==> config.mk <==
export PLATFORM = sky130hd
export DESIGN_NAME = binary_to_decimal_ascii_text
export DESIGN_NICKNAME = d
export VERILOG_FILES = /design/src/rtl/core/b2d_pkg.sv /design/src/rtl/core/b2d_prep.sv /design/src/rtl/core/b2d_digits.sv /design/src/rtl/core/b2d_emit.sv /design/src/rtl/core/binary_to_decimal_ascii_text.sv
export SDC_FILE = /design/constraint.sdc
export NUM_CORES = 1
export LEC_CHECK = 0
export ABC_CLOCK_PERIOD_IN_PS = 5000
export BUFFER_PORTS_ARGS = -buffer_cell sky130_fd_sc_hd__buf_2
export CORE_UTILIZATION = 60
export DETAILED_ROUTE_END_ITERATION = 8
export PLACE_DENSITY = 0.89
export SLEW_MARGIN = 20
export SYNTH_ARGS = -nofsm -noshare
export SYNTH_HDL_FRONTEND = slang
export SYNTH_HIERARCHICAL = 1
export SYNTH_SLANG_ARGS = --single-unit
==> constraint.sdc <==
create_clock -name clk -period 5 [get_ports clk]
set_input_delay 1 -clock clk [delete_from_list [all_inputs] [get_ports clk]]
set_output_delay 1 -clock clk [all_outputs]
set_load 0.02 [all_outputs]
==> src/rtl/core/b2d_pkg.sv <==
// Shared types and constants for the binary to ASCII decimal converter.
package b2d_pkg;

    localparam int unsigned NUM_PLACES = 4;
    localparam int unsigned MAG_W      = 16;
    localparam int unsigned DIG_W      = 4;
    localparam int unsigned POS_W      = $clog2(NUM_PLACES + 1);

    localparam logic [POS_W-1:0] LAST_POS = POS_W'(NUM_PLACES);

    localparam logic [7:0] ASCII_ZERO  = 8'h30;
    localparam logic [7:0] ASCII_MINUS = 8'h2D;

    localparam int unsigned PLACE_WEIGHT [NUM_PLACES] = '{10000, 1000, 100, 10};

    // One item in flight: sign, the digits found so far, the remainder.
    typedef struct packed {
        logic                             neg;
        logic [NUM_PLACES-1:0][DIG_W-1:0] digs;
        logic [MAG_W-1:0]                 mag;
    } b2d_item_t;

endpackage

==> src/rtl/core/b2d_prep.sv <==
// Input stage: byte/word select, sign detect and magnitude.
module b2d_prep (
    input  logic              clk,
    input  logic              rst_n,
    input  logic              in_valid,
    output logic              in_stall,
    input  logic [15:0]       value,
    input  logic              is_wide,
    input  logic              is_signed,
    output logic              out_valid,
    input  logic              out_stall,
    output b2d_pkg::b2d_item_t out_item
);
    import b2d_pkg::*;

    logic      vld_reg;
    b2d_item_t item_reg;
    b2d_item_t item_next;
    logic      neg;
    logic [7:0] byte_neg;

    assign in_stall = vld_reg && out_stall;

    always_comb
    begin
        neg       = is_signed && (is_wide ? value[15] : value[7]);
        byte_neg  = 8'(~value[7:0] + 8'd1);
        item_next = '0;
        item_next.neg = neg;
        if (is_wide)
        begin
            item_next.mag = neg ? 16'(~value + 16'd1) : value;
        end
        else
        begin
            item_next.mag = {8'd0, (neg ? byte_neg : value[7:0])};
        end
    end

    always_ff @(posedge clk or negedge rst_n)
    begin
        if (!rst_n)
        begin
            vld_reg <= 1'b0;
        end
        else if (!in_stall)
        begin
            vld_reg <= in_valid;
        end
    end

    always_ff @(posedge clk)
    begin
        if (!in_stall && in_valid)
        begin
            item_reg <= item_next;
        end
    end

    assign out_valid = vld_reg;
    assign out_item  = item_reg;

endmodule

==> src/rtl/core/b2d_digits.sv <==
// Four pipelined digit stages: 10000s, 1000s, 100s and 10s.
module b2d_digits (
    input  logic               clk,
    input  logic               rst_n,
    input  logic               in_valid,
    output logic               in_stall,
    input  b2d_pkg::b2d_item_t in_item,
    output logic               out_valid,
    input  logic               out_stall,
    output b2d_pkg::b2d_item_t out_item
);
    import b2d_pkg::*;

    b2d_item_t stg_item  [NUM_PLACES+1];
    logic      stg_valid [NUM_PLACES+1];
    logic      stg_stall [NUM_PLACES+1];

    assign stg_item[0]  = in_item;
    assign stg_valid[0] = in_valid;
    assign in_stall     = stg_stall[0];
    assign stg_stall[NUM_PLACES] = out_stall;

    for (genvar g = 0; g < NUM_PLACES; g++)
    begin : g_place
        logic       vld_reg;
        b2d_item_t  item_reg;
        b2d_item_t  item_next;
        logic [DIG_W-1:0] dig;
        logic [MAG_W:0]   sub;

        assign stg_stall[g] = vld_reg && stg_stall[g+1];

        // Remainder is below ten times this weight, so the digit is the
        // highest multiple that still fits.
        always_comb
        begin
            dig = '0;
            sub = '0;
            for (int k = 1; k <= 9; k++)
            begin
                if ({1'b0, stg_item[g].mag} >= (MAG_W+1)'(k * PLACE_WEIGHT[g]))
                begin
                    dig = DIG_W'(k);
                    sub = (MAG_W+1)'(k * PLACE_WEIGHT[g]);
                end
            end
            item_next         = stg_item[g];
            item_next.digs[g] = dig;
            item_next.mag     = MAG_W'({1'b0, stg_item[g].mag} - sub);
        end

        always_ff @(posedge clk or negedge rst_n)
        begin
            if (!rst_n)
            begin
                vld_reg <= 1'b0;
            end
            else if (!stg_stall[g])
            begin
                vld_reg <= stg_valid[g];
            end
        end

        always_ff @(posedge clk)
        begin
            if (!stg_stall[g] && stg_valid[g])
            begin
                item_reg <= item_next;
            end
        end

        assign stg_item[g+1]  = item_reg;
        assign stg_valid[g+1] = vld_reg;
    end

    assign out_valid = stg_valid[NUM_PLACES];
    assign out_item  = stg_item[NUM_PLACES];

endmodule

==> src/rtl/core/b2d_emit.sv <==
// Character serializer: sign, then digits from the first nonzero one.
module b2d_emit (
    input  logic               clk,
    input  logic               rst_n,
    input  logic               in_valid,
    output logic               in_stall,
    input  b2d_pkg::b2d_item_t in_item,
    output logic               out_valid,
    input  logic               out_stall,
    output logic [7:0]         text_char,
    output logic               last_char
);
    import b2d_pkg::*;

    logic             busy_reg;
    logic             neg_reg;
    logic [POS_W-1:0] pos_reg;
    logic [DIG_W-1:0] digs_reg [NUM_PLACES+1];
    logic [POS_W-1:0] first_pos;
    logic             take;
    logic             fin;
    logic             load;

    // First nonzero digit; the ones digit is always printed.
    always_comb
    begin
        first_pos = LAST_POS;
        for (int p = NUM_PLACES - 1; p >= 0; p--)
        begin
            if (in_item.digs[p] != '0)
            begin
                first_pos = POS_W'(p);
            end
        end
    end

    assign take     = busy_reg && !out_stall;
    assign fin      = take && !neg_reg && (pos_reg == LAST_POS);
    assign in_stall = busy_reg && !fin;
    assign load     = in_valid && !in_stall;

    always_ff @(posedge clk or negedge rst_n)
    begin
        if (!rst_n)
        begin
            busy_reg <= 1'b0;
            neg_reg  <= 1'b0;
            pos_reg  <= '0;
        end
        else if (load)
        begin
            busy_reg <= 1'b1;
            neg_reg  <= in_item.neg;
            pos_reg  <= first_pos;
        end
        else if (fin)
        begin
            busy_reg <= 1'b0;
        end
        else if (take)
        begin
            if (neg_reg)
            begin
                neg_reg <= 1'b0;
            end
            else
            begin
                pos_reg <= pos_reg + POS_W'(1);
            end
        end
    end

    always_ff @(posedge clk)
    begin
        if (load)
        begin
            for (int p = 0; p < NUM_PLACES; p++)
            begin
                digs_reg[p] <= in_item.digs[p];
            end
            digs_reg[NUM_PLACES] <= in_item.mag[DIG_W-1:0];
        end
    end

    assign out_valid = busy_reg;
    assign text_char = neg_reg ? ASCII_MINUS : 8'(ASCII_ZERO + {4'd0, digs_reg[pos_reg]});
    assign last_char = !neg_reg && (pos_reg == LAST_POS);

endmodule

==> src/rtl/core/binary_to_decimal_ascii_text.sv <==
// Top level of the binary to ASCII decimal converter.
//
//  channel | ports                                   | handshake
//  --------+-----------------------------------------+----------------------
//  input   | value[15:0], is_wide, is_signed         | in_valid / in_stall
//  output  | text_char[7:0], last_char               | out_valid / out_stall
//
// The first character reaches the output by way of the prep register, the four
// digit stages and the serializer load, after the input accept. The serializer
// sends one character a cycle while out_stall is low, 1 to 6 per item. The
// pipeline holds up to six items, one of them being sent.
// Reset clears all valid bits; no item survives it.
// A stall freezes the stage that holds it and backs up only as far as needed.
module binary_to_decimal_ascii_text (
    input  logic        clk,
    input  logic        rst_n,
    input  logic        in_valid,
    output logic        in_stall,
    input  logic [15:0] value,
    input  logic        is_wide,
    input  logic        is_signed,
    output logic        out_valid,
    input  logic        out_stall,
    output logic [7:0]  text_char,
    output logic        last_char
);
    import b2d_pkg::*;

    b2d_item_t prep_item;
    logic      prep_valid;
    logic      prep_stall;
    b2d_item_t dig_item;
    logic      dig_valid;
    logic      dig_stall;

    b2d_prep u_prep (
        .clk       (clk),
        .rst_n     (rst_n),
        .in_valid  (in_valid),
        .in_stall  (in_stall),
        .value     (value),
        .is_wide   (is_wide),
        .is_signed (is_signed),
        .out_valid (prep_valid),
        .out_stall (prep_stall),
        .out_item  (prep_item)
    );

    b2d_digits u_digits (
        .clk       (clk),
        .rst_n     (rst_n),
        .in_valid  (prep_valid),
        .in_stall  (prep_stall),
        .in_item   (prep_item),
        .out_valid (dig_valid),
        .out_stall (dig_stall),
        .out_item  (dig_item)
    );

    b2d_emit u_emit (
        .clk       (clk),
        .rst_n     (rst_n),
        .in_valid  (dig_valid),
        .in_stall  (dig_stall),
        .in_item   (dig_item),
        .out_valid (out_valid),
        .out_stall (out_stall),
        .text_char (text_char),
        .last_char (last_char)
    );

endmodule

==> flow_metrics.tcl <==
set metrics [dict create \
    status "finished clean" \
    setup_viol 0 \
    cts.path.max_buffers 2 \
    power.static_leakage_nw 3.09 \
    share_clk_of_total_power_pct 31.7 \
    highest_achievable_clock_rate_mhz 240 \
    final_area_um2 8580 \
    dr_total_vias 5645 \
    cellPowerDensity_nw_per_um2 411 \
    final_cell_mix "edfxtp_1, nor2_1, nand2_1" \
    finalNetCount 787 \
    holdWs_ps 414 \
    cts_repair_resizes 0 \
    wl_um 16000 \
    r2r.worst_path.cells 16 \
    cell_int_power_mw 2.44 \
    timing.critical_path.to_type "register" \
    detail_route.first_pass.iterations 6 \
    syn_to_final_growth_pct 10.2 \
    grt_antenna_before_repair 0 \
    reg2reg_from "u_prep/out_item[8]$_SDFFCE_PN0P_" \
    grtUsageMet2_pct 45.2 \
    crit_arrival_ps 4340 \
    layout-drive-gt1-share_pct 12.7 \
    source_to_sink_clock_delay_at_the_later_pin_of_the_worst_skew_pair_ps 420 \
    period_share_pct 83.4 \
    timing_worst_slew_pin_value_ps 886 \
    post_synth_instance_area_um2 7780 \
    route.antenna.remaining_nets 0 \
    grt_usage_pct 25.9 \
    final_non_filler_cells 911 \
    cts_inserted_buffers 17 \
    max_stage_delay_ps 500 \
    gr-usage-met1_pct 28.3 \
    vdd_ir_drop_max_mv 0.221 \
    first_global_vias 5633 \
    grt_start_max_net_pins 29 \
    finalClockSkew_ps 6.67 \
    rrSetupSlack_ps 830 \
    coreArea_um2 12600 \
    cts_hold_buffers 0 \
    route.detailed.drc 0 \
    post_cts.repair.setup_buffers 0 \
    synth_area_per_cell_um2 11.2 \
    crit_top_cell "o21ai_0" \
    detail_route.wl_per_cell_um 17.6 \
    worst_setup_path_startpoint "u_prep/out_item[8]$_SDFFCE_PN0P_" \
    cp_cell_sequence "nor4_1 > nor2_1 > o31a_1 > inv_1 > o21ai_0 > or2_2 > o21ai_0 > ha_1 > inv_1 > fa_1 > a211oi_1 > o21ai_0 > a211oi_1 > o21bai_1 > a21oi_1 > xnor2_1" \
    grt_first_pass_wirelength_um 26200 \
    cts.sinks 139 \
    cts_root_buffer "clkbuf_16" \
    critPathTopFamily "compound AO/OA/AOI/OAI gates" \
    setup.worst_path.start_class "register" \
    cts_tree "yes" \
    drt_iter0_markers 555 \
    dp.final_hpwl_um 11400 \
    final_hold_viol_count 0 \
    holdPathEnd "u_digits/g_place[0].item_reg[32]$_DFFE_PP_" \
    clkSlewWorstSetupHoldPaths_ps 60 \
    gpl.final_weighted_congestion 0.964 \
    post-route-min-period_ps 4170 \
    worst_hold_depth 0 \
    most_congested_layer_reported_by_global_routing "met2" \
    unrepaired_setup_endpoints_after_global_routing "false" \
    flip_flop_count_of_the_largest_register_all_copies_and_words_added 72 \
    switching_component_of_the_power_mw 1.08 \
    dpl_cell_area_um2 8050 \
    final_core_utilization_pct 68.0 \
    placedCellCount 880 \
    seq_power_share_pct 45.5 \
    pwr-share-comb_pct 22.9 \
    port_buffers 29 \
    critPathSlowestCell "edfxtp_1" \
    hold_class "reg2reg" \
    htree_levels 4 \
    maxSlewHeadroom_pct 40.3 \
    antenna-diode-count 0 \
    mostFrequentLayoutCell "edfxtp_1" \
    io_pins 33 \
    syn-instance-count 692 \
    yosysWarnings 6 \
    max_cap_viol_count 0 \
    die_area_um2 13400 \
    worstPathMaxFanout 7 \
    slew_viol_final 0 \
    initial_utilization_pct 61.7 \
    critPathRequiredTime_ps 5170 \
    switching_portion_of_total_power_pct 30.8 \
    setup_total_negative_slack_ps 0 \
    met3_track_demand_over_resource_pct 5.75 \
    via_density_per_instance 6.20 \
    chipWidth_um 116 \
    rr_endpoint "u_digits/g_place[0].item_reg[14]$_DFFE_PP_" \
    floorplan.die.height_um 116 \
    overflow 0 \
    min-delay-start "u_prep/out_item[32]$_DFFE_PP_" \
    critPathBufInv 2 \
    number_of_rows_created_at_floorplan 41 \
    timing_worst_setup_path_type "reg2reg" \
]
per-layer routing:
layer  routed length [um]  vias to the layer above
met1                 6210                     2659
li1                     -                     2638
met3                  911                       78
met5                    0                        -
met2                 8120                      270
met4                  794                        0
per-stage QoR:
step                      power, mW  worst slack, ps
final                          3.53              831
after CTS                      3.53              947
after global routing           3.71              551
after global placement         2.36             1140
after detailed placement       2.41              973
after floorplan                2.20             1390
how the worst max path moves through the flow:
stage | end | cells after the start
after floorplan | u_digits/g_place[1].item_reg[15]$_DFFE_PP_ | 13
after detailed placement | u_digits/g_place[0].item_reg[14]$_DFFE_PP_ | 16
after global routing | u_digits/g_place[2].item_reg[12]$_DFFE_PP_ | 15
after CTS | u_digits/g_place[0].item_reg[14]$_DFFE_PP_ | 16
final | u_digits/g_place[0].item_reg[14]$_DFFE_PP_ | 16
after global placement | u_digits/g_place[0].item_reg[14]$_DFFE_PP_ | 16
cell type report:
class                      count  area, um^2
multi-input combinational    493        3380
clock inverter                12        93.8
clock buffer                  19         433
fill                         896        4040
timing repair buffer          32         168
sequential                   139        4120
tap                          172         215
inverter                      44         165
power by group through the flow:
stage	clock (mW)	combinational, mW	sequential, mW
2_1_floorplan	0	0.646	1.56
3_3_place_gp	0	0.751	1.61
3_5_place_dp	0	0.789	1.62
4_1_cts	1.13	0.799	1.60
5_1_grt	1.19	0.897	1.62
6_report	1.12	0.806	1.60
No activity file was read; power rests on OpenSTA's default activity.
